File: src/sv/mrbr_pkg.sv
`timescale 1ns / 1ps
// Shared types, constants and helpers for the multi-reader broadcast ring.
// Used by mrbr_ctrl, mrbr_dp and multi_reader_broadcast_ring; no dependencies.
package mrbr_pkg;

	localparam int ENTRY_SLOTS = 16;
	localparam int POS_W       = 4;
	localparam int CNT_W       = 5;
	localparam int SUB_SLOTS   = 32;
	localparam int SLOT_W      = 5;
	localparam int SLIM_W      = 6;
	localparam int PAY_W       = 64;
	localparam int LEN_W       = 4;
	localparam int ID_W        = 16;
	localparam int STAMP_W     = 32;
	localparam int READS_W     = 6;
	localparam int SIZE_W      = 4;
	localparam int CFG_IDX_W   = 3;
	localparam int CFG_W       = 32;
	localparam int IN_DATA_W   = 120;
	localparam int OUT_DATA_W  = 80;

	typedef enum logic [1:0] {
		OP_PUBLISH,
		OP_READ,
		OP_SUBSCRIBE,
		OP_UNSUBSCRIBE
	} op_t;

	typedef enum logic [2:0] {
		ST_OK,
		ST_BAD_LEN,
		ST_NO_DATA,
		ST_ALREADY,
		ST_NOT_SUB,
		ST_FULL
	} status_t;

	typedef enum logic [CFG_IDX_W-1:0] {
		REG_RING_DEPTH,
		REG_SIZE_LIMIT,
		REG_SUB_LIMIT,
		REG_AGE_LIMIT,
		REG_READS_CONSUME
	} cfg_reg_t;

	typedef enum logic [3:0] {
		S_IDLE,
		S_LOOKUP,
		S_DISPATCH,
		S_EXPIRE,
		S_PUB,
		S_SCAN,
		S_HIT,
		S_SWEEP,
		S_EMIT
	} ctrl_state_t;

	typedef struct packed {
		logic    load;
		logic    lk_step;
		logic    exp_step;
		logic    pub_write;
		logic    scan_init;
		logic    scan_step;
		logic    hit;
		logic    sweep_step;
		logic    sub_write;
		logic    unsub;
		logic    res_set;
		status_t res_code;
		logic    emit;
	} cmd_t;

	typedef struct packed {
		op_t              op;
		logic             lk_last;
		logic             lk_hit;
		logic             free_hit;
		logic             bad_len;
		logic             exp_go;
		logic             scan_end;
		logic             scan_hit;
		logic             hit_sweep;
		logic             sweep_go;
		logic             out_free;
		logic [CNT_W-1:0] fill;
		logic [CNT_W-1:0] depth;
	} stat_t;

	function automatic logic [PAY_W-1:0] byte_mask(input logic [LEN_W-1:0] n);
		logic [PAY_W-1:0] m;
		m = '0;
		for (int b = 0; b < PAY_W / 8; b++) begin
			m[b*8 +: 8] = (LEN_W'(b) < n) ? 8'hFF : 8'h00;
		end
		return m;
	endfunction

	function automatic logic [POS_W-1:0] next_pos(input logic [POS_W-1:0] p,
			input logic [CNT_W-1:0] depth);
		logic [CNT_W-1:0] p1;
		p1 = {1'b0, p} + CNT_W'(1);
		return (p1 >= depth) ? '0 : p1[POS_W-1:0];
	endfunction

endpackage

File: src/sv/mrbr_ctrl.sv
`timescale 1ns / 1ps
// Sequencer for the broadcast ring: walks lookup, expiry, scan and sweep.
// Depends on mrbr_pkg; drives mrbr_dp through cmd_t and reads stat_t.
module mrbr_ctrl (
	input  logic           clk,
	input  logic           arst_n,
	input  logic           s_tvalid,
	output logic           s_tready,
	input  mrbr_pkg::stat_t st,
	output mrbr_pkg::cmd_t  cmd
);
	import mrbr_pkg::*;

	ctrl_state_t state_q, state_d;

	always_ff @(posedge clk or negedge arst_n) begin
		if (!arst_n) begin
			state_q <= S_IDLE;
		end else begin
			state_q <= state_d;
		end
	end

	always_comb begin
		state_d = state_q;
		case (state_q)
			S_IDLE: begin
				if (s_tvalid) state_d = S_LOOKUP;
			end
			S_LOOKUP: begin
				if (st.lk_last) state_d = S_DISPATCH;
			end
			S_DISPATCH: begin
				case (st.op)
					OP_PUBLISH: state_d = st.bad_len ? S_EMIT : S_EXPIRE;
					OP_READ:    state_d = st.lk_hit ? S_EXPIRE : S_EMIT;
					default:    state_d = S_EMIT;
				endcase
			end
			S_EXPIRE: begin
				if (!st.exp_go) state_d = (st.op == OP_PUBLISH) ? S_PUB : S_SCAN;
			end
			S_PUB: state_d = S_EMIT;
			S_SCAN: begin
				if (st.scan_end) state_d = S_EMIT;
				else if (st.scan_hit) state_d = S_HIT;
			end
			S_HIT: state_d = st.hit_sweep ? S_SWEEP : S_EMIT;
			S_SWEEP: begin
				if (!st.sweep_go) state_d = S_EMIT;
			end
			S_EMIT: begin
				if (st.out_free) state_d = S_IDLE;
			end
			default: state_d = S_IDLE;
		endcase
	end

	always_comb begin
		cmd = '0;
		cmd.res_code = ST_OK;
		s_tready = (state_q == S_IDLE);
		case (state_q)
			S_IDLE: cmd.load = s_tvalid;
			S_LOOKUP: cmd.lk_step = 1'b1;
			S_DISPATCH: begin
				cmd.res_set = 1'b1;
				case (st.op)
					OP_PUBLISH: cmd.res_code = st.bad_len ? ST_BAD_LEN : ST_OK;
					OP_READ:    cmd.res_code = st.lk_hit ? ST_OK : ST_NOT_SUB;
					OP_SUBSCRIBE: begin
						if (st.lk_hit) begin
							cmd.res_code = ST_ALREADY;
						end else if (st.free_hit) begin
							cmd.sub_write = 1'b1;
							cmd.res_code  = ST_OK;
						end else begin
							cmd.res_code = ST_FULL;
						end
					end
					default: begin
						cmd.unsub    = st.lk_hit;
						cmd.res_code = st.lk_hit ? ST_OK : ST_NOT_SUB;
					end
				endcase
			end
			S_EXPIRE: begin
				cmd.exp_step  = st.exp_go;
				cmd.scan_init = !st.exp_go;
			end
			S_PUB: cmd.pub_write = 1'b1;
			S_SCAN: begin
				if (st.scan_end) begin
					cmd.res_set  = 1'b1;
					cmd.res_code = ST_NO_DATA;
				end else if (!st.scan_hit) begin
					cmd.scan_step = 1'b1;
				end
			end
			S_HIT: cmd.hit = 1'b1;
			S_SWEEP: cmd.sweep_step = st.sweep_go;
			S_EMIT: cmd.emit = st.out_free;
			default: cmd = '0;
		endcase
	end

endmodule

File: src/sv/mrbr_dp.sv
`timescale 1ns / 1ps
// Datapath of the broadcast ring: entry store, subscriber table, config
// registers and output register. Depends on mrbr_pkg; steered by mrbr_ctrl.
module mrbr_dp (
	input  logic                               clk,
	input  logic                               arst_n,
	input  logic                               cfg_we,
	input  logic [mrbr_pkg::CFG_IDX_W-1:0]     cfg_index,
	input  logic [mrbr_pkg::CFG_W-1:0]         cfg_data,
	input  logic [mrbr_pkg::IN_DATA_W-1:0]     s_tdata,
	input  logic [1:0]                         s_tuser,
	output logic                               m_tvalid,
	input  logic                               m_tready,
	output logic [mrbr_pkg::OUT_DATA_W-1:0]    m_tdata,
	output logic [2:0]                         m_tuser,
	input  mrbr_pkg::cmd_t                     cmd,
	output mrbr_pkg::stat_t                    st
);
	import mrbr_pkg::*;

	// configuration
	logic [CNT_W-1:0]   depth_q;
	logic [SIZE_W-1:0]  esl_q;
	logic [SLIM_W-1:0]  slim_q;
	logic [STAMP_W-1:0] age_q;
	logic [READS_W-1:0] rtc_q;

	// latched request
	op_t                op_q;
	logic [ID_W-1:0]    who_q;
	logic [STAMP_W-1:0] now_q;
	logic [PAY_W-1:0]   data_q;
	logic [LEN_W-1:0]   len_q;
	logic [LEN_W-1:0]   lim_q;

	// ring
	logic [PAY_W-1:0]    payload_q [ENTRY_SLOTS];
	logic [LEN_W-1:0]    length_q  [ENTRY_SLOTS];
	logic [STAMP_W-1:0]  stamp_q   [ENTRY_SLOTS];
	logic [READS_W-1:0]  reads_q   [ENTRY_SLOTS];
	logic [SUB_SLOTS-1:0] mask_q   [ENTRY_SLOTS];
	logic [ENTRY_SLOTS-1:0] valid_q;
	logic [POS_W-1:0]    wpos_q;
	logic [POS_W-1:0]    opos_q;
	logic [CNT_W-1:0]    fill_q;

	// subscribers
	logic [ID_W-1:0]      ident_q [SUB_SLOTS];
	logic [SUB_SLOTS-1:0] active_q;

	// walk counters
	logic [SLOT_W-1:0] lk_idx_q;
	logic              lk_hit_q;
	logic [SLOT_W-1:0] lk_slot_q;
	logic              free_hit_q;
	logic [SLOT_W-1:0] free_slot_q;
	logic [POS_W-1:0]  pos_q;
	logic [CNT_W-1:0]  cnt_q;

	// result and output
	status_t          res_status_q;
	logic [PAY_W-1:0] res_pay_q;
	logic [LEN_W-1:0] res_elen_q;
	logic             out_valid_q;
	status_t          out_status_q;
	logic [PAY_W-1:0] out_pay_q;
	logic [LEN_W-1:0] out_elen_q;
	logic [CNT_W-1:0] out_occ_q;

	logic [STAMP_W-1:0] age_now;
	logic [READS_W-1:0] reads_new;
	logic               consume;
	logic               evict;
	logic [LEN_W-1:0]   rd_len;
	logic [SUB_SLOTS-1:0] sub_bit;
	logic [SLIM_W-1:0]  lk_next;

	always_comb begin
		age_now   = now_q - stamp_q[opos_q];
		reads_new = (reads_q[pos_q] == '1) ? reads_q[pos_q] : reads_q[pos_q] + READS_W'(1);
		consume   = (rtc_q != '0) && (reads_new >= rtc_q);
		evict     = (fill_q >= depth_q);
		rd_len    = (length_q[pos_q] < lim_q) ? length_q[pos_q] : lim_q;
		sub_bit   = SUB_SLOTS'(1) << lk_slot_q;
		lk_next   = {1'b0, lk_idx_q} + SLIM_W'(1);

		st.op        = op_q;
		st.lk_last   = (lk_next == slim_q);
		st.lk_hit    = lk_hit_q;
		st.free_hit  = free_hit_q;
		st.bad_len   = (len_q == '0) || (len_q > esl_q);
		st.exp_go    = (age_q != '0) && (fill_q != '0) && valid_q[opos_q] &&
			(age_now >= age_q);
		st.scan_end  = (cnt_q >= fill_q);
		st.scan_hit  = valid_q[pos_q] && ((mask_q[pos_q] & sub_bit) == '0);
		st.hit_sweep = consume && (pos_q == opos_q);
		st.sweep_go  = (fill_q != '0) && !valid_q[opos_q];
		st.out_free  = !out_valid_q || m_tready;
		st.fill      = fill_q;
		st.depth     = depth_q;
	end

	// control state: config, ring bookkeeping, subscriber table
	always_ff @(posedge clk or negedge arst_n) begin
		if (!arst_n) begin
			depth_q  <= CNT_W'(ENTRY_SLOTS);
			esl_q    <= SIZE_W'(PAY_W / 8);
			slim_q   <= SLIM_W'(SUB_SLOTS);
			age_q    <= '0;
			rtc_q    <= '0;
			valid_q  <= '0;
			wpos_q   <= '0;
			opos_q   <= '0;
			fill_q   <= '0;
			active_q <= '0;
			for (int i = 0; i < ENTRY_SLOTS; i++) begin
				reads_q[i] <= '0;
				mask_q[i]  <= '0;
			end
			for (int i = 0; i < SUB_SLOTS; i++) begin
				ident_q[i] <= '0;
			end
		end else begin
			if (cmd.exp_step || cmd.sweep_step) begin
				if (cmd.exp_step) valid_q[opos_q] <= 1'b0;
				opos_q <= next_pos(opos_q, depth_q);
				fill_q <= fill_q - CNT_W'(1);
			end
			if (cmd.pub_write) begin
				if (evict) begin
					opos_q <= next_pos(opos_q, depth_q);
				end else begin
					fill_q <= fill_q + CNT_W'(1);
				end
				// drop the evicted tail, then mark the new entry; they may share a slot
				valid_q <= (valid_q & ~(evict ? (ENTRY_SLOTS'(1) << opos_q) : '0)) |
					(ENTRY_SLOTS'(1) << wpos_q);
				reads_q[wpos_q] <= '0;
				mask_q[wpos_q]  <= '0;
				wpos_q <= next_pos(wpos_q, depth_q);
			end
			if (cmd.hit) begin
				mask_q[pos_q]  <= mask_q[pos_q] | sub_bit;
				reads_q[pos_q] <= reads_new;
				if (consume) valid_q[pos_q] <= 1'b0;
			end
			if (cmd.sub_write) begin
				ident_q[free_slot_q]  <= who_q;
				active_q[free_slot_q] <= 1'b1;
			end
			if (cmd.unsub) active_q[lk_slot_q] <= 1'b0;
			if (cfg_we) begin
				case (cfg_index)
					REG_RING_DEPTH: begin
						if (cfg_data[4:0] == '0) depth_q <= CNT_W'(1);
						else if (cfg_data[4:0] > CNT_W'(ENTRY_SLOTS))
							depth_q <= CNT_W'(ENTRY_SLOTS);
						else depth_q <= cfg_data[4:0];
						valid_q <= '0;
						wpos_q  <= '0;
						opos_q  <= '0;
						fill_q  <= '0;
						for (int i = 0; i < ENTRY_SLOTS; i++) begin
							reads_q[i] <= '0;
							mask_q[i]  <= '0;
						end
					end
					REG_SIZE_LIMIT: begin
						if (cfg_data[3:0] == '0) esl_q <= SIZE_W'(1);
						else if (cfg_data[3:0] > SIZE_W'(PAY_W / 8))
							esl_q <= SIZE_W'(PAY_W / 8);
						else esl_q <= cfg_data[3:0];
					end
					REG_SUB_LIMIT: begin
						if (cfg_data[5:0] == '0) slim_q <= SLIM_W'(1);
						else if (cfg_data[5:0] > SLIM_W'(SUB_SLOTS))
							slim_q <= SLIM_W'(SUB_SLOTS);
						else slim_q <= cfg_data[5:0];
					end
					REG_AGE_LIMIT: age_q <= cfg_data;
					REG_READS_CONSUME: rtc_q <= cfg_data[5:0];
					default: ;
				endcase
			end
		end
	end

	// payload storage and walk registers
	always_ff @(posedge clk) begin
		if (cmd.load) begin
			op_q        <= op_t'(s_tuser);
			who_q       <= s_tdata[15:0];
			now_q       <= s_tdata[47:16];
			data_q      <= s_tdata[111:48];
			len_q       <= s_tdata[115:112];
			lim_q       <= s_tdata[119:116];
			lk_idx_q    <= '0;
			lk_hit_q    <= 1'b0;
			free_hit_q  <= 1'b0;
			res_pay_q   <= '0;
			res_elen_q  <= '0;
		end
		if (cmd.lk_step) begin
			if (!lk_hit_q && active_q[lk_idx_q] && (ident_q[lk_idx_q] == who_q)) begin
				lk_hit_q  <= 1'b1;
				lk_slot_q <= lk_idx_q;
			end
			if (!free_hit_q && !active_q[lk_idx_q]) begin
				free_hit_q  <= 1'b1;
				free_slot_q <= lk_idx_q;
			end
			lk_idx_q <= lk_idx_q + SLOT_W'(1);
		end
		if (cmd.pub_write) begin
			payload_q[wpos_q] <= data_q & byte_mask(len_q);
			length_q[wpos_q]  <= len_q;
			stamp_q[wpos_q]   <= now_q;
		end
		if (cmd.scan_init) begin
			pos_q <= opos_q;
			cnt_q <= '0;
		end
		if (cmd.scan_step) begin
			pos_q <= next_pos(pos_q, depth_q);
			cnt_q <= cnt_q + CNT_W'(1);
		end
		if (cmd.res_set) res_status_q <= cmd.res_code;
		if (cmd.hit) begin
			res_status_q <= ST_OK;
			res_pay_q    <= payload_q[pos_q] & byte_mask(rd_len);
			res_elen_q   <= length_q[pos_q];
		end
		if (cmd.emit) begin
			out_status_q <= res_status_q;
			out_pay_q    <= res_pay_q;
			out_elen_q   <= res_elen_q;
			out_occ_q    <= fill_q;
		end
	end

	always_ff @(posedge clk or negedge arst_n) begin
		if (!arst_n) begin
			out_valid_q <= 1'b0;
		end else if (cmd.emit) begin
			out_valid_q <= 1'b1;
		end else if (m_tready) begin
			out_valid_q <= 1'b0;
		end
	end

	assign m_tvalid = out_valid_q;
	assign m_tuser  = out_status_q;
	assign m_tdata  = {7'd0, out_occ_q, out_elen_q, out_pay_q};

endmodule

File: src/sv/multi_reader_broadcast_ring.sv
`timescale 1ns / 1ps
// Multi-reader broadcast ring: a message ring shared by a subscriber table.
// Use: one request per s_* transaction (s_tuser = opcode), one response per
// request on m_* (m_tuser = status). Configuration goes through cfg_we,
// cfg_index and cfg_data while no request is in flight; writing ring depth
// empties the ring.
// Timing: a request is taken only while the sequencer is idle. It walks the
// subscriber lookup (one slot per cycle, over subscriber_limit slots), a
// dispatch step, then for publish/read an expiry step per expired entry, for
// publish a write step, for read a scan step per ring entry scanned, a hit
// step and, if the hit consumes the tail entry, a sweep step per entry swept,
// then it loads the output register. The lookup scan over the subscriber
// table dominates.
// Reset: the ring and subscriber table come up empty, config at defaults.
// Stall: the response register holds while m_tready is low; the next request
// may be accepted and processed meanwhile, but it waits in its final step
// until the register is free.
module multi_reader_broadcast_ring (
	input  logic                            clk,
	input  logic                            arst_n,
	input  logic                            cfg_we,
	input  logic [mrbr_pkg::CFG_IDX_W-1:0]  cfg_index,
	input  logic [mrbr_pkg::CFG_W-1:0]      cfg_data,
	input  logic                            s_tvalid,
	output logic                            s_tready,
	// caller[15:0], now_ms[47:16], payload_in[111:48], payload_len[115:112],
	// read_limit[119:116]
	input  logic [mrbr_pkg::IN_DATA_W-1:0]  s_tdata,
	// opcode[1:0]
	input  logic [1:0]                      s_tuser,
	output logic                            m_tvalid,
	input  logic                            m_tready,
	// payload_out[63:0], entry_len[67:64], occupancy[72:68], zero above
	output logic [mrbr_pkg::OUT_DATA_W-1:0] m_tdata,
	// status[2:0]
	output logic [2:0]                      m_tuser
);
	import mrbr_pkg::*;

	cmd_t  cmd;
	stat_t st;

	mrbr_ctrl u_ctrl (
		.clk      (clk),
		.arst_n   (arst_n),
		.s_tvalid (s_tvalid),
		.s_tready (s_tready),
		.st       (st),
		.cmd      (cmd)
	);

	mrbr_dp u_dp (
		.clk       (clk),
		.arst_n    (arst_n),
		.cfg_we    (cfg_we),
		.cfg_index (cfg_index),
		.cfg_data  (cfg_data),
		.s_tdata   (s_tdata),
		.s_tuser   (s_tuser),
		.m_tvalid  (m_tvalid),
		.m_tready  (m_tready),
		.m_tdata   (m_tdata),
		.m_tuser   (m_tuser),
		.cmd       (cmd),
		.st        (st)
	);

	a_fill_bounded: assert property (@(posedge clk) disable iff (!arst_n)
		st.fill <= st.depth)
		else $error("ring fill count above depth");

	a_one_at_a_time: assert property (@(posedge clk) disable iff (!arst_n)
		(s_tvalid && s_tready) |=> !s_tready)
		else $error("second request taken while one is in flight");

	a_status_code: assert property (@(posedge clk) disable iff (!arst_n)
		m_tvalid |-> (m_tuser <= 3'd5))
		else $error("undefined status code on response");

	a_payload_clean: assert property (@(posedge clk) disable iff (!arst_n)
		m_tvalid |-> ((m_tdata[63:0] & ~byte_mask(m_tdata[67:64])) == '0))
		else $error("response payload bytes beyond entry length");

endmodule

File: config.mk
export PLATFORM = sky130hd
export DESIGN_NAME = multi_reader_broadcast_ring
export DESIGN_NICKNAME = d
export VERILOG_FILES = /design/src/sv/mrbr_pkg.sv /design/src/sv/mrbr_ctrl.sv /design/src/sv/mrbr_dp.sv /design/src/sv/multi_reader_broadcast_ring.sv
export SDC_FILE = /design/constraint.sdc
export NUM_CORES = 2
export LEC_CHECK = 0
export BUFFER_PORTS_ARGS = -buffer_cell sky130_fd_sc_hd__buf_2
export CAP_MARGIN = 20
export CORE_MARGIN = 2
export CORE_UTILIZATION = 50
export DETAILED_ROUTE_END_ITERATION = 6
export PLACE_DENSITY = 0.63
export SYNTH_ARGS = -nofsm -noshare
export SYNTH_HDL_FRONTEND = slang
export SYNTH_SLANG_ARGS = --single-unit
File: constraint.sdc
create_clock -name clk -period 8.3 [get_ports clk]
set_clock_uncertainty 0.05 [all_clocks]
set_input_delay 1.245 -clock clk [delete_from_list [all_inputs] [get_ports clk]]
set_output_delay 1.245 -clock clk [all_outputs]
set_load 0.02 [all_outputs]
# Word level (Yosys, flattened, before mapping)
# Memories as Yosys holds them, arrays and structs flattened. A register that Yosys moved wholly into a read port is not among the register bits.
# Cells that the tools add are included.
# totals
ram_bits	1600
n_memories	3
reg_bits	1534
word_cells	404
in_bits	162
# memory_table
memory	words	word_bits	rd	rd_clocked_by_memory_dff	wr	line_no	source
u_dp.payload_q	16	64	1	1	1	mrbr_dp.sv:37	logic [PAY_W-1:0] payload_q [ENTRY_SLOTS];
u_dp.stamp_q	16	32	1	0	1	mrbr_dp.sv:39	logic [STAMP_W-1:0] stamp_q [ENTRY_SLOTS];
u_dp.length_q	16	4	1	1	1	mrbr_dp.sv:38	logic [LEN_W-1:0] length_q [ENTRY_SLOTS];
# classes
n_reduce_logical	50
n_eq_ne	24
n_mux	152
n_addsub	10
n_bitwise	22
n_shift	3
n_lt_le_gt_ge	44
# ops
op	n
$mux 512	4
$bwmux 512	2
$and 512x512->512	1
$not 512->512	1
$mux 96	4
$demux 32 s4	2
$mux 32	6
$mux 16	11
$and 64x64->64	2
$bmux 32 s4	1
$mux 64	2
$mux 8	16
$mux 4	31
$and 96x96->96	1
$bwmux 96	1
$not 96->96	1
$bmux 16 s5	1
$demux 16 s5	1
$and 32x32->32	2
$or 32x32->32	2
$mux 5	11
$and 16x16->16	3
$demux 6 s4	2
$not 16->16	3
other kinds (75)	194

# Depth between registers and ports, before layout
# depth
ltp_word	14
ltp_mapped	31

# Modules after synthesis
# From an unflattened synthesis, not the netlist that was laid out.
# hier_totals
hier_cells	8378
area_unflattened_um2	133142.7
# by_module_without_submodules
mod	area_each_um2	cells_each	n_inst
mrbr_dp	132649.7	8312	1
mrbr_ctrl	493.0	66	1

# Least setup slack after synthesis
# No wires, ideal clock.
# synth_timing
kind	register to register
from	reg u_dp.opos_q[0]
to	reg u_dp.opos_q[1]
arrival_time_ns	7.432
setup_time_ns	0.078
required_ns	8.172
path_buffers	5
setup_slack_ns	0.740
path_stages_with_launch	30
cell_sequence	dfrtp_1 -> buf_2 -> buf_2 -> clkbuf_1 -> buf_1 -> mux4_2 -> mux4_2 -> inv_1 -> ha_1 -> a211oi_1 -> nor2_1 -> a2111oi_0 -> o21ai_0 -> o31ai_1 -> o211ai_1 -> a211o_1 -> a21o_1 -> a21oi_1 -> xnor2_1 -> ha_1 -> nand4_1 -> or4_1 -> nor4_1 -> a211oi_1 -> nor2_1 -> a21o_1 -> buf_4 -> a21oi_1 -> or3b_2 -> a21oi_1
# synth_via
elab_chain_len	11
# synth_lines
element	line_no	source
start, declared	mrbr_dp.sv:44	logic [POS_W-1:0] opos_q;
start signal, assigned	mrbr_dp.sv:126	opos_q <= next_pos(opos_q, depth_q);
start signal, assigned	mrbr_dp.sv:131	opos_q <= next_pos(opos_q, depth_q);
$mem_v2 16x32 / $bmux 1 s4 (equally long branches)	-	
$sub 32x32->32 / $mux 1 (equally long branches)	mrbr_dp.sv:79, mrbr_dp.sv:92, mrbr_dp.sv:97	
$ge 32x32->1, or another cell as far along	mrbr_dp.sv:93	(age_now >= age_q);
$logic_and 1x1->1 (on tied branches)	mrbr_dp.sv:92, mrbr_dp.sv:97	
$mux 1	mrbr_ctrl.sv:63	case (state_q)
$logic_or 1x1->1	mrbr_dp.sv:124	if (cmd.exp_step || cmd.sweep_step) begin
$mux 4	mrbr_dp.sv:124	
$mux 4	mrbr_dp.sv:130	if (evict) begin
$mux 4 *	mrbr_dp.sv:129	if (cmd.pub_write) begin
$mux 4	mrbr_dp.sv:153	case (cfg_index)
$mux 4 *	mrbr_dp.sv:152	if (cfg_we) begin
# Every way passes the cells marked *; elsewhere a longest branch is shown, timed or not. The select of a mux whose other input is x is not followed.
# A chain may end at the register's enable or synchronous reset.

# Final worst setup path
# Same ends and word-level chain as after synthesis.

==> results.py <==
metrics = {
    "cts": {
        "hold_buffers": 0,
        "max-clock-path-buffers": 4,
        "cts_sinks": 3138,
        "cts_tree": "done",
        "cts-root-buf": "clkbuf_16",
        "cts.clk_slew.worst_paths_ns": 0.06,
        "clk_latency_ns": 0.99,
        "numCtsBuffers": 343,
        "htreeDepth": 5,
    },
    "floorplanning": {
        "pin_count": 247,
        "die_h_um": 519,
        "die-area_um2": 270000,
        "die_w_um": 519,
        "fp.coreArea_um2": 265000,
        "start_util": 0.502,
        "num_rows": 189,
    },
    "synth": {
        "synthMuxAreaShare": 0.190,
        "synth_compound_area_frac": 0.0529,
        "avgSynthCellArea_um2": 16.1,
        "yosysWarnings": 0,
        "syn-instance-count": 8229,
        "ys_seq_area_frac": 0.662,
        "ys_seq_elements": 3138,
        "ys_types": 86,
        "synth_top_area_share": 0.427,
        "synthAdderAreaFrac": 0.0118,
        "ys.flop_type": "edfxtp_1",
        "synth_area_leaders": "edfxtp_1, dfrtp_1, mux4_2, mux2_2, a22oi_1",
        "yosysMostFrequentCell": "edfxtp_1",
        "synthArstFlopShare": 0.395,
        "synth_common_cells": "edfxtp_1, dfrtp_1, mux4_2, nor2_1, mux2_2",
        "synthSimpleGateAreaFrac": 0.0564,
        "synth-xor-area-share": 0.00441,
        "synth_top_family_by_area": "multiplexers",
        "synth-edff-count": 1890,
        "syn_area_um2": 133000,
        "synth.largest_area_cell": "edfxtp_1",
    },
    "drt": {
        "highest_layer": "met5",
        "drt-met1-wl_um": 149000,
        "vias_per_cell": 6.39,
        "wl_met2_um": 174000,
        "wl_met3_um": 27700,
        "wl_per_cell_um": 29.9,
        "totalWireLength_um": 365000,
        "vias": 77900,
        "drtPass1Iterations": 7,
        "drc": 3,
        "drt_iter0_markers": 9678,
        "ant_nets": 0,
    },
    "outcome": {
        "violations": "design-rule violations",
        "outcome": "complete, but fails checks",
    },
    "timing": {
        "fmax_mhz": 128,
        "fin_ws_ns": 0.500,
        "hold_ws_ns": 0.309,
        "finalMaxSlewViolations": 0,
        "rsz0062_at_grt": "false",
        "slew_headroom": 0.205,
        "post-route-period-util": 0.940,
        "setup_violations": 0,
        "min_period_ns": 7.80,
        "hold_viol_final": 0,
        "tightestPinTransition_ns": 1.19,
    },
    "power": {
        "switching_share": 0.303,
        "leakagePower_uw": 0.0570,
        "power_density_nw_per_um2": 312,
        "clockPowerShare": 0.319,
        "internal_power_uw": 32400,
        "p_sw_uw": 14100,
        "pwr-share-seq": 0.415,
        "ir_worst_vdd_mv": 0.276,
        "combPwrFrac": 0.267,
    },
    "cells_and_area": {
        "fillers": 20300,
        "multi_input_area_um2": 42300,
        "layout.nets": 8701,
        "drive_gt1_frac": 0.280,
        "syn2layout_area_growth_pct": 12.3,
        "seq_area_um2": 88000,
    },
    "global_routing": {
        "first_global_vias": 78900,
        "grt_max_degree": 194,
        "track_usage": 0.268,
        "antenna_found_initial": 9,
        "grt-ovfl-total": 0,
        "grt_pass1_wl_um": 537000,
    },
    "critical_path": {
        "path_cells": "buf_4, mux4_2, mux4_2, inv_1, ha_1, o21ai_0, nor2_1, a2111oi_2, o21ai_0, o31ai_1, o211ai_1, a211o_1, a211oi_1, xnor2_1, ha_1, nand4_1, or4_1, nor4_1, a211oi_1, nor2_1, a21o_1, a21oi_1, or3b_2, a21oi_1",
        "slowest_stage": "dfrtp_4",
        "critPathCaptureType": "register",
        "critPathMaxStageDelay_ns": 0.59,
        "crit_required_ns": 9.08,
        "worstSetupPathType": "register to register",
        "cp.arrival_ns": 8.58,
        "cp-start-kind": "register",
        "cp_max_fo": 11,
    },
    "placement": {
        "gp_congestion": 0.889,
        "port_buffers": 239,
        "dp_slack_ns": -0.0551,
        "hpwl_um": 202000,
    },
    "min_path": {
        "hold_path_class": "input port to async pin",
    },
    "job": {
        "cap_viol_max_count": 0,
    },
}
==> flip-flops by register name (all words and copies together) (netlist names), 6 cells and up, named ones only <==
register / cells
u_dp.now_q: 32
u_dp.slim_q: 6
u_dp.rtc_q: 6
u_dp.ident_q: 512
u_dp.who_q: 16
u_dp.payload_q: 1024
u_dp.active_q: 32
u_dp.age_q: 32
u_dp.mask_q: 512
u_dp.res_pay_q: 64
u_dp.valid_q: 16
u_dp.out_pay_q: 64
u_dp.data_q: 64
u_dp.reads_q: 96
u_dp.length_q: 64
u_dp.stamp_q: 512
==> critical path: cells and delay by family, from the launching register on <==
family | cells | cell delay [ns]
and+or+nand+nor | 6 | 1.80
DFF | 1 | 0.59
xor gates and xnor gates | 1 | 0.11
muxes | 2 | 1.01
buffers and inverters | 2 | 0.35
AOI/OAI and AO/OA | 11 | 3.21
adders and majority gates | 2 | 0.58
==> cell usage in the layout, fill, tap and decap left out, types with 20 or more instances in the layout <==
cell and n:
a211oi_1 20, a21o_1 33, a21oi_1 279, a221oi_1 21, a22oi_1 422, a31oi_1 32, and2_1 27, and3_1 45
buf_2 238, buf_4 181, bufinv_16 21, clkbuf_1 63, clkbuf_16 353, clkbuf_8 38, clkinv_1 40, clkinv_2 59
dfrtp_1 1232, edfxtp_1 1890, ha_1 124, inv_1 115, mux2_2 588, mux2i_1 89, mux4_2 769, nand2_1 419
nand2b_1 35, nand3_1 274, nand4_1 25, nor2_1 541, nor2_2 24, nor2_4 34, nor2b_1 111, nor3_1 31
nor4_1 21, o21ai_0 80, o22a_1 21, o22ai_1 27, xnor2_1 35, xor2_1 30
==> timing repair <==
| action | CTS | global route |
|---|---|---|
| pin swaps | 0 | 0 |
| endpoints found under the setup margin | 1 | 18 |
| gates resized for setup | 1 | 1 |
| setup buffers | 0 | 2 |
==> kinds of logic (layout without fill, tap and decap cells) <==
logic type	Yosys count	count (layout)
xor+xnor	66	66
buf+inv	742	1172
simple gates	1655	1655
mux	1460	1460
flops	3138	3138
compound gates	1042	1042
other cells	1	13
fa+ha+maj	125	125
==> power by group through the flow <==
stage / registers [µW] / clock network, µW / logic, µW
6_report: 19300 / 14800 / 12400
5_1_grt: 19400 / 15600 / 13400
4_1_cts: 19300 / 15000 / 12400
3_5_place_dp: 19600 / 0 / 12300
3_3_place_gp: 19500 / 0 / 12200
2_1_floorplan: 19100 / 0 / 9150
==> layer usage <==
metal | vias to the layer above | track usage
met2 | 3619 | 0.424
li1 | 32200 | -
met5 | - | 0
met3 | 748 | 0.0450
met4 | 2 | 0.0980
met1 | 41400 | 0.378
==> final cells by class <==
type / instances / area share
Sequential cell: 3138 / 0.590
Multi-Input combinational cell: 4355 / 0.283
Clock buffer: 452 / 0.0640
Tap cell: 3533 / 0.0296
Timing Repair Buffer: 443 / 0.0204
Clock inverter: 144 / 0.00884
Inverter: 133 / 0.00390
Antenna cell: 6 / 0.000101
==> through the flow <==
stage | total power, µW | utilization | TNS (ns) | instance area, µm² | std cells
floorplan | 28200 | - | 0 | 133000 | 8235
detailed placement | 31900 | 0.522 | -0.0551 | 138000 | 11600
global placement | 31700 | 0.522 | 0 | 138000 | 11600
CTS | 46700 | 0.563 | 0 | 149000 | 12200
global route | 48400 | 0.564 | 0 | 149000 | 12200
finish | 46500 | 0.564 | 0 | 149000 | 12200
==> final timing paths <==
| path | slack, ns | endpoint | cells past startpoint | start |
|---|---|---|---|---|
| min in group clk | 0.36 | u_dp.out_pay_q[1] | 0 | u_dp.res_pay_q[1] |
| max in group asynchronous | 5.87 | u_dp.mask_q[201] | 3 | arst_n |
| worst max register to register | 0.50 | u_dp.opos_q[1] | 24 | u_dp.opos_q[0] |
| worst max-delay path | 0.50 | u_dp.opos_q[1] | 24 | u_dp.opos_q[0] |
| worst min-delay path | 0.31 | u_dp.ident_q[383] | 1 | arst_n |
| worst min register to register | 0.36 | u_dp.out_pay_q[1] | 0 | u_dp.res_pay_q[1] |
Note: power is estimated with default switching activity, not from simulation.
